**src/design/priority_wait_queue_defines.svh**
```systemverilog
// Assertion macros shared by the priority wait queue RTL.
// Depends on clk_i and rst_ni being in scope where the macros are used.
`ifndef PRIORITY_WAIT_QUEUE_DEFINES_SVH
`define PRIORITY_WAIT_QUEUE_DEFINES_SVH

// Check a property on every rising clock edge outside reset.
`define PWQ_ASSERT(lbl, prop, msg) \
  lbl: assert property (@(posedge clk_i) disable iff (!rst_ni) (prop)) else $error(msg);

// Check that a condition implies another in the next cycle.
`define PWQ_ASSERT_NEXT(lbl, ante, cons, msg) \
  `PWQ_ASSERT(lbl, (ante) |=> (cons), msg)

`endif

```
**src/design/pwq_pkg.sv**
```systemverilog
// Package for the priority wait queue: field widths, status codes, entry type
// and the command/status structs between controller and datapath. No dependencies.
package pwq_pkg;

  localparam int unsigned QueueDepth = 16;

  localparam int unsigned TimeW     = 64;
  localparam int unsigned TieW      = 32;
  localparam int unsigned HandleW   = 16;
  localparam int unsigned StatusW   = 2;
  localparam int unsigned CountOutW = 5;

  typedef enum logic [StatusW-1:0] {
    StatusDone  = 2'd0,
    StatusEmpty = 2'd1,
    StatusFull  = 2'd2
  } status_e;

  typedef struct packed {
    logic [TimeW-1:0]   prio_time;
    logic [TieW-1:0]    tie;
    logic [HandleW-1:0] handle;
  } entry_t;

  // Controller to datapath commands
  typedef struct packed {
    logic latch;     // capture the accepted item
    logic init;      // clear walk state and result fields
    logic rd_head;   // read the head entry
    logic set_full;  // result: insert refused
    logic set_empty; // result: remove on empty queue
    logic step;      // one walk step over a stored entry
    logic tail;      // write the last entry of an insert
    logic pop;       // take the head entry out
    logic load_out;  // move the result into the output register
  } pwq_cmd_t;

  // Datapath to controller status
  typedef struct packed {
    logic is_remove;
    logic full;
    logic empty;
    logic last;
  } pwq_stat_t;

endpackage

```
**src/design/pwq_if.sv**
```systemverilog
// Valid/ready channel interfaces for the priority wait queue items.
// Depends on pwq_pkg.
interface pwq_req_if;
  logic                         valid;
  logic                         ready;
  logic                         command;
  logic [pwq_pkg::TimeW-1:0]    priority_time;
  logic [pwq_pkg::TieW-1:0]     tie_value;
  logic [pwq_pkg::HandleW-1:0]  task_handle;

  modport source (output valid, command, priority_time, tie_value, task_handle,
                  input ready);
  modport sink   (input valid, command, priority_time, tie_value, task_handle,
                  output ready);
endinterface

interface pwq_rsp_if;
  logic                           valid;
  logic                           ready;
  logic [pwq_pkg::StatusW-1:0]    status;
  logic [pwq_pkg::CountOutW-1:0]  passed_count;
  logic [pwq_pkg::HandleW-1:0]    removed_task;
  logic [pwq_pkg::CountOutW-1:0]  queue_count;

  modport source (output valid, status, passed_count, removed_task, queue_count,
                  input ready);
  modport sink   (input valid, status, passed_count, removed_task, queue_count,
                  output ready);
endinterface

```
**src/design/pwq_datapath.sv**
```systemverilog
// Datapath of the priority wait queue: entry memory as a circular buffer,
// insertion walk with carried entry, result and output registers. Depends on pwq_pkg.
module pwq_datapath #(
  parameter int unsigned QUEUE_DEPTH = pwq_pkg::QueueDepth
) (
  input  logic                            clk_i,
  input  logic                            rst_ni,
  input  pwq_pkg::pwq_cmd_t               cmd_i,
  output pwq_pkg::pwq_stat_t              stat_o,
  input  logic                            command_i,
  input  logic [pwq_pkg::TimeW-1:0]       priority_time_i,
  input  logic [pwq_pkg::TieW-1:0]        tie_value_i,
  input  logic [pwq_pkg::HandleW-1:0]     task_handle_i,
  output logic [pwq_pkg::StatusW-1:0]     status_o,
  output logic [pwq_pkg::CountOutW-1:0]   passed_count_o,
  output logic [pwq_pkg::HandleW-1:0]     removed_task_o,
  output logic [pwq_pkg::CountOutW-1:0]   queue_count_o
);

  localparam int unsigned PtrW   = $clog2(QUEUE_DEPTH);
  localparam int unsigned CountW = $clog2(QUEUE_DEPTH + 1);

  pwq_pkg::entry_t entry_mem [QUEUE_DEPTH];

  // Latched item
  logic                  cmd_q;
  pwq_pkg::entry_t       new_q;

  // Queue control
  logic [PtrW-1:0]       head_q, head_d;
  logic [CountW-1:0]     occ_q, occ_d;

  // Walk state
  logic [PtrW-1:0]       ptr_q, ptr_d;
  logic [CountW-1:0]     idx_q, idx_d;
  logic                  carrying_q, carrying_d;
  pwq_pkg::entry_t       carry_q, carry_d;
  pwq_pkg::entry_t       rdata_q;

  // Result fields
  pwq_pkg::status_e              status_q, status_d;
  logic [CountW-1:0]             passed_q, passed_d;
  logic [pwq_pkg::HandleW-1:0]   removed_q, removed_d;

  // Output register
  logic [pwq_pkg::StatusW-1:0]   out_status_q;
  logic [pwq_pkg::CountOutW-1:0] out_passed_q;
  logic [pwq_pkg::HandleW-1:0]   out_removed_q;
  logic [pwq_pkg::CountOutW-1:0] out_count_q;

  logic [PtrW-1:0]       ptr_inc, head_inc, rd_addr;
  logic                  rd_en, wr_en;
  pwq_pkg::entry_t       wdata;
  logic [pwq_pkg::TimeW-1:0] diff;
  logic                  precedes;

  // Wrapping pointer increments
  assign ptr_inc  = (ptr_q == PtrW'(QUEUE_DEPTH - 1)) ? '0 : ptr_q + 1'b1;
  assign head_inc = (head_q == PtrW'(QUEUE_DEPTH - 1)) ? '0 : head_q + 1'b1;

  // New entry goes first: earlier wrapped time, or same time and smaller tie
  assign diff     = new_q.prio_time - rdata_q.prio_time;
  assign precedes = diff[pwq_pkg::TimeW-1] ||
                    ((new_q.prio_time == rdata_q.prio_time) && (new_q.tie < rdata_q.tie));

  // Status towards the controller
  assign stat_o.is_remove = cmd_q;
  assign stat_o.full      = (occ_q == CountW'(QUEUE_DEPTH));
  assign stat_o.empty     = (occ_q == '0);
  assign stat_o.last      = (CountW'(idx_q + 1'b1) == occ_q);

  // Memory port selection
  assign rd_en   = cmd_i.rd_head || cmd_i.step;
  assign rd_addr = cmd_i.step ? ptr_inc : head_q;
  assign wr_en   = cmd_i.tail || (cmd_i.step && (carrying_q || precedes));
  assign wdata   = carrying_q ? carry_q : new_q;

  // Walk, queue and result updates
  always_comb begin
    head_d     = head_q;
    occ_d      = occ_q;
    ptr_d      = ptr_q;
    idx_d      = idx_q;
    carrying_d = carrying_q;
    carry_d    = carry_q;
    status_d   = status_q;
    passed_d   = passed_q;
    removed_d  = removed_q;
    if (cmd_i.init) begin
      ptr_d      = head_q;
      idx_d      = '0;
      carrying_d = 1'b0;
      status_d   = pwq_pkg::StatusDone;
      passed_d   = '0;
      removed_d  = '0;
    end
    if (cmd_i.set_full) begin
      status_d = pwq_pkg::StatusFull;
    end
    if (cmd_i.set_empty) begin
      status_d = pwq_pkg::StatusEmpty;
    end
    if (cmd_i.step) begin
      if (carrying_q || precedes) begin
        carry_d    = rdata_q;
        carrying_d = 1'b1;
      end
      if (!carrying_q && precedes) begin
        passed_d = idx_q;
      end
      ptr_d = ptr_inc;
      idx_d = CountW'(idx_q + 1'b1);
    end
    if (cmd_i.tail) begin
      if (!carrying_q) begin
        passed_d = idx_q;
      end
      occ_d = CountW'(occ_q + 1'b1);
    end
    if (cmd_i.pop) begin
      removed_d = rdata_q.handle;
      head_d    = head_inc;
      occ_d     = CountW'(occ_q - 1'b1);
    end
  end

  // Queue control registers
  always_ff @(posedge clk_i or negedge rst_ni) begin
    if (!rst_ni) begin
      head_q     <= '0;
      occ_q      <= '0;
      carrying_q <= 1'b0;
      status_q   <= pwq_pkg::StatusDone;
    end else begin
      head_q     <= head_d;
      occ_q      <= occ_d;
      carrying_q <= carrying_d;
      status_q   <= status_d;
    end
  end

  // Payload registers
  always_ff @(posedge clk_i) begin
    if (cmd_i.latch) begin
      cmd_q           <= command_i;
      new_q.prio_time <= priority_time_i;
      new_q.tie       <= tie_value_i;
      new_q.handle    <= task_handle_i;
    end
    ptr_q     <= ptr_d;
    idx_q     <= idx_d;
    carry_q   <= carry_d;
    passed_q  <= passed_d;
    removed_q <= removed_d;
    if (cmd_i.load_out) begin
      out_status_q  <= status_q;
      out_passed_q  <= pwq_pkg::CountOutW'(passed_q);
      out_removed_q <= removed_q;
      out_count_q   <= pwq_pkg::CountOutW'(occ_q);
    end
  end

  // Entry memory: one write and one registered read per cycle
  always_ff @(posedge clk_i) begin
    if (wr_en) begin
      entry_mem[ptr_q] <= wdata;
    end
    if (rd_en) begin
      rdata_q <= entry_mem[rd_addr];
    end
  end

  assign status_o       = out_status_q;
  assign passed_count_o = out_passed_q;
  assign removed_task_o = out_removed_q;
  assign queue_count_o  = out_count_q;

endmodule

```
**src/design/pwq_ctrl.sv**
```systemverilog
// Controller of the priority wait queue: sequences accept, walk, write-back,
// pop and result hand-off. Depends on pwq_pkg and priority_wait_queue_defines.svh.
`include "priority_wait_queue_defines.svh"

module pwq_ctrl (
  input  logic               clk_i,
  input  logic               rst_ni,
  input  logic               in_valid_i,
  output logic               in_ready_o,
  output logic               out_valid_o,
  input  logic               out_ready_i,
  output pwq_pkg::pwq_cmd_t  cmd_o,
  input  pwq_pkg::pwq_stat_t stat_i
);

  localparam logic [2:0] StIdle  = 3'd0;
  localparam logic [2:0] StStart = 3'd1;
  localparam logic [2:0] StWalk  = 3'd2;
  localparam logic [2:0] StTail  = 3'd3;
  localparam logic [2:0] StPop   = 3'd4;
  localparam logic [2:0] StReply = 3'd5;

  logic [2:0] state_q, state_d;
  logic       out_valid_q, out_valid_d;
  logic       accept, out_free;

  assign in_ready_o = (state_q == StIdle);
  assign accept     = in_valid_i && in_ready_o;
  assign out_free   = !out_valid_q || out_ready_i;

  // Next state and commands
  always_comb begin
    state_d = state_q;
    cmd_o   = '0;
    case (state_q)
      StIdle: begin
        cmd_o.latch = accept;
        if (accept) begin
          state_d = StStart;
        end
      end
      StStart: begin
        cmd_o.init = 1'b1;
        if (stat_i.is_remove) begin
          if (stat_i.empty) begin
            cmd_o.set_empty = 1'b1;
            state_d         = StReply;
          end else begin
            cmd_o.rd_head = 1'b1;
            state_d       = StPop;
          end
        end else if (stat_i.full) begin
          cmd_o.set_full = 1'b1;
          state_d        = StReply;
        end else if (stat_i.empty) begin
          state_d = StTail;
        end else begin
          cmd_o.rd_head = 1'b1;
          state_d       = StWalk;
        end
      end
      StWalk: begin
        cmd_o.step = 1'b1;
        if (stat_i.last) begin
          state_d = StTail;
        end
      end
      StTail: begin
        cmd_o.tail = 1'b1;
        state_d    = StReply;
      end
      StPop: begin
        cmd_o.pop = 1'b1;
        state_d   = StReply;
      end
      StReply: begin
        if (out_free) begin
          cmd_o.load_out = 1'b1;
          state_d        = StIdle;
        end
      end
      default: begin
        state_d = StIdle;
      end
    endcase
  end

  // Hold the result valid until taken
  always_comb begin
    if (cmd_o.load_out) begin
      out_valid_d = 1'b1;
    end else if (out_ready_i) begin
      out_valid_d = 1'b0;
    end else begin
      out_valid_d = out_valid_q;
    end
  end

  always_ff @(posedge clk_i or negedge rst_ni) begin
    if (!rst_ni) begin
      state_q     <= StIdle;
      out_valid_q <= 1'b0;
    end else begin
      state_q     <= state_d;
      out_valid_q <= out_valid_d;
    end
  end

  assign out_valid_o = out_valid_q;

  `PWQ_ASSERT_NEXT(a_accept_starts, in_valid_i && in_ready_o, state_q == StStart, "accepted item did not start")
  `PWQ_ASSERT(a_result_from_reply, $rose(out_valid_q) |-> ($past(state_q) == StReply), "result raised outside reply")
  `PWQ_ASSERT(a_walk_needs_entries, (state_q == StWalk) |-> !stat_i.empty, "walk over an empty queue")

endmodule

```
**src/design/priority_wait_queue.sv**
```systemverilog
// Priority wait queue: insert, remove and a registered result per item.
// From accept, a remove passes start, pop and reply; a refused item start and reply; an insert
// start, one walk step per stored entry, tail and reply. Reply waits until the output is free.
// The next item is accepted in the cycle after the result is loaded, not before.
// The walk over the entry memory, one entry per cycle, sets the insert time.
// Reset clears occupancy, head pointer and control state; entry memory is not cleared.
module priority_wait_queue #(
  parameter int unsigned QUEUE_DEPTH = pwq_pkg::QueueDepth
) (
  input  logic             clk_i,
  input  logic             rst_ni,
  pwq_req_if.sink          req_i,
  pwq_rsp_if.source        rsp_o
);

  pwq_pkg::pwq_cmd_t  cmd;
  pwq_pkg::pwq_stat_t stat;

  // Sequencing
  pwq_ctrl u_ctrl (
    .clk_i       (clk_i),
    .rst_ni      (rst_ni),
    .in_valid_i  (req_i.valid),
    .in_ready_o  (req_i.ready),
    .out_valid_o (rsp_o.valid),
    .out_ready_i (rsp_o.ready),
    .cmd_o       (cmd),
    .stat_i      (stat)
  );

  // Storage and compare
  pwq_datapath #(
    .QUEUE_DEPTH (QUEUE_DEPTH)
  ) u_datapath (
    .clk_i           (clk_i),
    .rst_ni          (rst_ni),
    .cmd_i           (cmd),
    .stat_o          (stat),
    .command_i       (req_i.command),
    .priority_time_i (req_i.priority_time),
    .tie_value_i     (req_i.tie_value),
    .task_handle_i   (req_i.task_handle),
    .status_o        (rsp_o.status),
    .passed_count_o  (rsp_o.passed_count),
    .removed_task_o  (rsp_o.removed_task),
    .queue_count_o   (rsp_o.queue_count)
  );

endmodule

```
**src/flat_wrapper.sv**
```systemverilog
// flat-port wrapper written by rule: the top's interface ports become plain ports
module priority_wait_queue_flat 
#(
  parameter int unsigned QUEUE_DEPTH = pwq_pkg::QueueDepth
)
  (clk_i, rst_ni, req_i_valid, req_i_command, req_i_priority_time, req_i_tie_value, req_i_task_handle, req_i_ready, rsp_o_valid, rsp_o_status, rsp_o_passed_count, rsp_o_removed_task, rsp_o_queue_count, rsp_o_ready);
  pwq_req_if req_i_i ();
  pwq_rsp_if rsp_o_i ();
  input  logic clk_i;
  input  logic rst_ni;
  input wire logic [$bits(req_i_i.valid)-1:0] req_i_valid;
  input wire logic [$bits(req_i_i.command)-1:0] req_i_command;
  input wire logic [$bits(req_i_i.priority_time)-1:0] req_i_priority_time;
  input wire logic [$bits(req_i_i.tie_value)-1:0] req_i_tie_value;
  input wire logic [$bits(req_i_i.task_handle)-1:0] req_i_task_handle;
  output wire logic [$bits(req_i_i.ready)-1:0] req_i_ready;
  output wire logic [$bits(rsp_o_i.valid)-1:0] rsp_o_valid;
  output wire logic [$bits(rsp_o_i.status)-1:0] rsp_o_status;
  output wire logic [$bits(rsp_o_i.passed_count)-1:0] rsp_o_passed_count;
  output wire logic [$bits(rsp_o_i.removed_task)-1:0] rsp_o_removed_task;
  output wire logic [$bits(rsp_o_i.queue_count)-1:0] rsp_o_queue_count;
  input wire logic [$bits(rsp_o_i.ready)-1:0] rsp_o_ready;
  assign req_i_i.valid = req_i_valid;
  assign req_i_i.command = req_i_command;
  assign req_i_i.priority_time = req_i_priority_time;
  assign req_i_i.tie_value = req_i_tie_value;
  assign req_i_i.task_handle = req_i_task_handle;
  assign req_i_ready = req_i_i.ready;
  assign rsp_o_valid = rsp_o_i.valid;
  assign rsp_o_status = rsp_o_i.status;
  assign rsp_o_passed_count = rsp_o_i.passed_count;
  assign rsp_o_removed_task = rsp_o_i.removed_task;
  assign rsp_o_queue_count = rsp_o_i.queue_count;
  assign rsp_o_i.ready = rsp_o_ready;
  priority_wait_queue #(.QUEUE_DEPTH(QUEUE_DEPTH)) u_core (.clk_i(clk_i), .rst_ni(rst_ni), .req_i(req_i_i), .rsp_o(rsp_o_i));
endmodule
```
**config.mk**
```make
export PLATFORM = sky130hd
export DESIGN_NAME = priority_wait_queue_flat
export DESIGN_NICKNAME = d
export VERILOG_FILES = /design/src/design/pwq_pkg.sv /design/src/design/pwq_if.sv /design/src/design/pwq_datapath.sv /design/src/design/pwq_ctrl.sv /design/src/design/priority_wait_queue.sv /design/src/flat_wrapper.sv
export VERILOG_INCLUDE_DIRS = /design/src /design/src/design
export SDC_FILE = /design/constraint.sdc
export NUM_CORES = 2
export LEC_CHECK = 0
export BUFFER_PORTS_ARGS = -buffer_cell sky130_fd_sc_hd__buf_2
export CAP_MARGIN = 5
export CORE_ASPECT_RATIO = 0.5
export CORE_UTILIZATION = 40
export DETAILED_ROUTE_END_ITERATION = 8
export HOLD_SLACK_MARGIN = 0.03
export PLACE_DENSITY_LB_ADDON = 0.1
export SYNTH_ARGS = -nofsm -noshare
export SYNTH_HDL_FRONTEND = slang
export SYNTH_SLANG_ARGS = --single-unit
```
**constraint.sdc**
```tcl
create_clock -name clk_i -period 19.4 [get_ports clk_i]
set_input_delay 3.88 -clock clk_i [delete_from_list [all_inputs] [get_ports clk_i]]
set_output_delay 3.88 -clock clk_i [all_outputs]
set_load 0.01 [all_outputs]
```
# After elaboration in Yosys (flattened, before gate mapping)
# Memory sizes are Yosys's and may differ from the RTL's. A register that Yosys moved wholly into a read port is not among the register bits.
# Index checks and enable logic that the tools add are counted.
# W data, S select, Z words.
op_classes:
  n_addsub: 6
  n_reduce_logical: 21
  n_lt_le_gt_ge: 1
  eq_ne: 13
  n_mux: 49
op_table:
  columns: ["cell", "n"]
  rows:
  - ["$mux W112", 1]
  - ["$eq A64 B64 Y1", 1]
  - ["$sub A64 B64 Y64", 1]
  - ["$mux W5", 9]
  - ["$lt A32 B32 Y1", 1]
  - ["$mux W16", 2]
  - ["$mux W4", 6]
  - ["$mux W1", 22]
  - ["$mux W3", 5]
  - ["$pmux W3 S5", 1]
  - ["$add A5 B1 Y5 const B", 2]
  - ["$add A4 B1 Y4 const B", 2]
  - ["$eq A4 B4 Y1 const B", 2]
  - ["$reduce_bool A2 Y1", 4]
  - ["$eq A3 B2 Y1 const B", 2]
  - ["$eq A3 B3 Y1 const B", 2]
  - ["$mux W2", 3]
  - ["$eq A5 B5 Y1", 1]
  - ["$eq A5 B5 Y1 const B", 1]
  - ["$logic_not A5 Y1", 1]
  - ["$logic_or A1 B1 Y1", 5]
  - ["$sub A5 B1 Y5 const B", 1]
  - ["$logic_and A1 B1 Y1", 4]
  - ["$ne A2 B1 Y1 const B", 2]
  - ["8 further kinds", 9]
word_totals:
  memories: 1
  output_inout_bits: 30
  ramBits: 1792
  reg_bits: 299
memory_table:
  columns: ["memory", "words", "word_bits", "read_ports", "rd_clocked_by_memory_dff", "wr", "line", "rtl"]
  rows:
  - ["u_core.u_datapath.entry_mem", 16, 112, 1, 1, 1, "pwq_datapath.sv:23", "pwq_pkg::entry_t entry_mem [QUEUE_DEPTH];"]

# Longest topological paths before layout
logic_depth:
  word_depth: 10
  depth_mapped: 11
  depth_no_buf: 10

# Modules after synthesis
# A second synthesis with hierarchy kept.
unflattened:
  hier_cells: 6260
  hier_area_um2: 87072.3
modules_own_cells:
  columns: ["module", "cells_per_inst", "area_per_inst_um2", "seq_area_each_um2", "instances"]
  rows:
  - ["pwq_datapath", 6226, 86778.2, 65923.2, 1]
  - ["pwq_ctrl", 34, 294.0, 100.1, 1]

# Worst setup path before layout
# OpenSTA, ideal clock, no wires.
synth_timing:
  kind: "reg-to-reg"
  startpoint: "register u_core.u_datapath.new_q[86] (netlist name)"
  endpoint: "memory u_core.u_datapath.entry_mem[12][0] (netlist name), enable pin"
  n_path_buf: 0
  required_ns: 18.657
  stages_incl_launch_ff: 10
  synth_period_minus_slack_ns: 11.326
  arrival_time_ns: 10.583
  setup_slack_ns: 8.074
  path_cell_list: "edfxtp_1 > ha_1 > nand4_1 > or4_1 > or4_1 > a2111o_1 > a41o_1 > o211ai_2 > a21oi_4 > nor3b_1"
synth_via:
  elab_chain_len: 8
  elab_cells_between_ends: 9
  classes_between: "1 x add/sub; 1 x eq/ne; 2 x mux; 5 x reduce/logical"
synth_rtl:
  columns: ["element", "line", "rtl"]
  rows:
  - ["start, declared", "pwq_datapath.sv:27", "pwq_pkg::entry_t new_q;"]
  - ["parallel branches: the longest is 2 deep, another holds $sub A64 B64 Y64", null, null]
  - ["$logic_or A1 B1 Y1 (*)", "pwq_datapath.sv:63", "assign precedes = diff[pwq_pkg::TimeW-1] ||"]
  - ["$logic_or A1 B1 Y1 (*)", "pwq_datapath.sv:75", "assign wr_en = cmd_i.tail || (cmd_i.step && (carrying_q || precedes));"]
  - ["$logic_and A1 B1 Y1 (*)", "pwq_datapath.sv:75", null]
  - ["$logic_or A1 B1 Y1 (*)", "pwq_datapath.sv:75", null]
  - ["$mux W1 (*)", "pwq_datapath.sv:165", "if (wr_en) begin"]
  - ["$mux W1 (not written as such) (*)", "pwq_datapath.sv:166", "entry_mem[ptr_q] <= wdata;"]
  - ["end, declared", "pwq_datapath.sv:23", null]
# Every way passes the cells marked *.

# Final worst setup path
layout_timing:
  startpoint: "register u_core.u_ctrl.state_q[2]"
  endpoint: "register, netlist name u_core.u_datapath.rdata_q[63]"
layout_via:
  elab_chain_len: 3
  elab_cells_between_ends: 6
  classes_between: "2 x eq/ne; 3 x mux; 1 x reduce/logical"
layout_rtl:
  columns: ["element", "line", "rtl"]
  rows:
  - ["start, declared", "pwq_ctrl.sv:23", "logic [2:0] state_q, state_d;"]
  - ["start signal, assigned", "pwq_ctrl.sv:101", "state_q <= StIdle;"]
  - ["start signal, assigned", "pwq_ctrl.sv:104", "state_q <= state_d;"]
  - ["$eq A3 B2 Y1 or $eq A3 B1 Y1 (tied branches)", "pwq_ctrl.sv:35", "case (state_q)"]
  - ["$mux W1 or $mux W4 (tied branches)", "pwq_ctrl.sv:35", null]
  - ["$mux W4 or $logic_or A1 B1 Y1 (tied branches)", "pwq_datapath.sv:74, pwq_datapath.sv:73", null]
# Parallel ways exist; a longest one is shown, timed or not.
# A chain may end at the register's enable or synchronous reset.

==> impl_metrics.tcl <==
set metrics [dict create \
    outcome "finished, violations left" \
    violations "DRC" \
    period_share_pct 32.5 \
    cts_buffer_depth 4 \
    power.total_mw 14.1 \
    path_clk_slew_ns 0.07 \
    skew_ns 0.0405 \
    slowest_delay_ns 0.90 \
    synth_flop_cell "edfxtp_1" \
    drt_iter0_drc 3541 \
    critPathMostFrequentCell "buf_4" \
    overflow 0 \
    finalHoldViolations 0 \
    arrival_ns 6.85 \
    wl_per_cell_um 29.1 \
    drc_errors 16 \
    die_x_um 654 \
    area_delta_synth_final_pct 12.8 \
    synth_top_area_share_pct 77.1 \
    grt_pass1_vias 41500 \
    r2r_start "u_core.u_ctrl.state_q[2]$_DFFE_PN0P_" \
    track_usage_pct 19.4 \
    switching_power_mw 4.25 \
    synth_area_leaders "edfxtp_1, mux4_2, ha_1, mux2_2, mux2i_1" \
    cts_tree "yes" \
    avgViaCountPerCell 5.47 \
    min_period_ns 6.30 \
    ys_warn_count 0 \
    root_buffer "clkbuf_16" \
    crit_path_end "u_core.u_datapath.rdata_q[63]$_DFFE_PP_" \
    drt_first_pass_iters 7 \
    worst-slew-pin-transition_ns 1.14 \
    reg2regPathDepth 11 \
    final_max_slew_viol_count 0 \
    fin_tns_setup_ns 0 \
    clock_latency_ns 0.85 \
    hold_buffers 0 \
    hold_class "reg2reg" \
    synthCells 3918 \
    p_leak_nw 30.7 \
    synth_common_cells "edfxtp_1, mux4_2, a21oi_1, a211oi_1, mux2i_1" \
    rsz0062_at_grt "false" \
    grt_pass1_wl_um 299000 \
    p_clk_share_pct 28.0 \
    power.internal_mw 9.87 \
    path_cells "nor2b_1, nand2b_1, nand2_1, nand2_4, buf_4, buf_4, buf_4, mux4_2, and2_1, a211oi_1, a21oi_1" \
    synth_fp_nets 4139 \
    worstPathMaxFanout 47 \
    layout_setup_ws_ns 13.10 \
    yosysUniqueCellTypes 58 \
    coreArea_um2 211000 \
    yosysTopAreaCell "edfxtp_1" \
    cp.depth 11 \
    die_area_um2 214000 \
    ys_seq_area_share_pct 77.7 \
    hpwlAfterDp_um 96600 \
    grt_max_degree 101 \
    gp_congestion 0.727 \
    io_pins 147 \
    start_util_pct 40.3 \
    cts_made_buffers 206 \
    endpoint_kind "register" \
    wirelength_um 208000 \
    fp-row-count 119 \
    cts_resized 0 \
    ant_nets 0 \
    final_nets 4390 \
    ys_async_sr_fraction_pct 0.726 \
    cts_max_level 4 \
    synthMostInstantiatedCell "edfxtp_1" \
    swShare_pct 30.1 \
    clock.fmax_mhz 159 \
    synth_edf_count 2182 \
    seqPwrFrac_pct 43.9 \
    crit_path_start_kind "register" \
    slowest_stage "dfrtp_1" \
    rrSetupSlack_ns 13.10 \
    max_slew_margin_pct 23.8 \
    comb_power_share_pct 28.2 \
    dieHeight_um 328 \
    post_cts_buffers 0 \
    pre_cts_ws_ns 12.86 \
    critPathKind "reg2reg" \
    cp-startpoint "u_core.u_ctrl.state_q[2]$_DFFE_PN0P_" \
    crit-reg2reg-capture "u_core.u_datapath.rdata_q[63]$_DFFE_PP_" \
    post-route-util_pct 45.5 \
    hold_slack_ns 0.422 \
    portBuffers 146 \
    worstPathRequired_ns 19.94 \
    syn_area_per_cell_um2 21.7 \
    antenna_found_initial 4 \
    syn_area_um2 85000 \
    cp_top_family "buffers and inverters" \
    setup_viol 0 \
    drive_above_1_share_pct 25.0 \
    ys_seq_elements 2203 \
    vias 39200 \
    ir_worst_vdd_v 0.000174 \
    clkSinkCount 2203 \
    path_buf_inv 3 \
    max_cap_viol_count 0 \
    powerDensity_nw_per_um2 147 \
]
-- power groups by stage --
stage | clock, mW | sequential, mW | combinational, mW
floorplan | 0 | 6.27 | 2.89
global placement | 0 | 6.29 | 4.04
detailed placement | 0 | 6.30 | 4.07
CTS | 4.05 | 6.20 | 4.08
global route | 4.23 | 6.23 | 4.36
finish | 3.95 | 6.20 | 3.98
-- final cells by class --
type	count	area (µm²)
fill	17800	115000
timing repair buffer	223	1520
sequential	2203	66000
tap	2843	3560
antenna	2	5.00
multi-input combinational	1427	18000
inverter	108	410
clock buffer	254	5460
clock inverter	104	898
-- routing by layer --
layer	track usage, %	vias to the layer above	share of wire [%]
li1	-	16800	-
met1	28.3	21400	46
met2	31.7	841	48
met3	2.81	218	4.4
met4	3.56	0	1.5
met5	0	-	0
-- cells by family after synthesis --
family / count (synthesis) / synth area share, %
and+or+nand+nor: 294 / 2.02
buffers and inverters: 288 / 1.38
DFF: 2203 / 77.7
AOI/OAI and AO/OA: 336 / 2.48
adders and majority gates: 104 / 1.54
muxes: 677 / 14.7
xor gates and xnor gates: 16 / 0.165
-- layout by cell type (no fill, tap or decap), drive strengths merged, types with 4 or more instances in the layout --
cell,synthesis,final
edfxtp,2182,2182
mux4,448,448
clkbuf,86,254
buf,94,223
a21oi,156,156
a211oi,119,119
mux2i,118,118
and2,116,116
mux2,111,111
inv,107,109
ha,103,103
clkinv,1,81
nand2,48,48
nor2,26,26
o21ai,25,25
and3,17,17
bufinv,0,16
dfrtp,16,16
nor3b,16,16
nor3,15,15
nand4,15,15
nand3,13,13
xnor2,9,9
a21o,9,9
xor2,7,7
clkinvlp,0,6
nand2b,5,5
nor2b,5,5
dfxtp,5,5
o21a,5,5
o211ai,5,5
or4,4,4
or3,4,4
nor4,4,4
-- worst min-delay path by stage --
stage	start	endpoint	slack, ns	cells past startpoint
2_1_floorplan	u_core.u_datapath.removed_q[0]$_SDFFCE_PN0P_	u_core.u_datapath.removed_task_o[0]$_DFFE_PP_	0.40	0
3_3_place_gp	u_core.u_datapath.removed_q[3]$_SDFFCE_PN0P_	u_core.u_datapath.removed_task_o[3]$_DFFE_PP_	0.41	0
3_5_place_dp	u_core.u_datapath.removed_q[4]$_SDFFCE_PN0P_	u_core.u_datapath.removed_task_o[4]$_DFFE_PP_	0.41	0
4_1_cts	u_core.u_datapath.removed_q[4]$_SDFFCE_PN0P_	u_core.u_datapath.removed_task_o[4]$_DFFE_PP_	0.42	0
5_1_grt	u_core.u_datapath.removed_q[2]$_SDFFCE_PN0P_	u_core.u_datapath.removed_task_o[2]$_DFFE_PP_	0.43	0
6_report	u_core.u_datapath.removed_q[11]$_SDFFCE_PN0P_	u_core.u_datapath.removed_task_o[11]$_DFFE_PP_	0.42	0
-- sequential cells by signal (all words and copies together), names as in the netlist, 5 cells and up --
signal and count:
u_core.u_datapath.removed_q 16, u_core.u_datapath.passed_count_o 5, u_core.u_datapath.carry_q 112, u_core.u_datapath.removed_task_o 16, u_core.u_datapath.passed_q 5, u_core.u_datapath.new_q 112
u_core.u_datapath.rdata_q 112, u_core.u_datapath.entry_mem 1792, u_core.u_datapath.occ_q 5, u_core.u_datapath.queue_count_o 5, u_core.u_datapath.idx_q 5
-- through the flow --
step / instance area, µm² / std cells
3_5_place_dp: 89500 / 6804
2_1_floorplan: 85000 / 3918
6_report: 95800 / 7164
3_3_place_gp: 89500 / 6803
4_1_cts: 95800 / 7162
5_1_grt: 95800 / 7163
(Power assumes the default switching activity.)
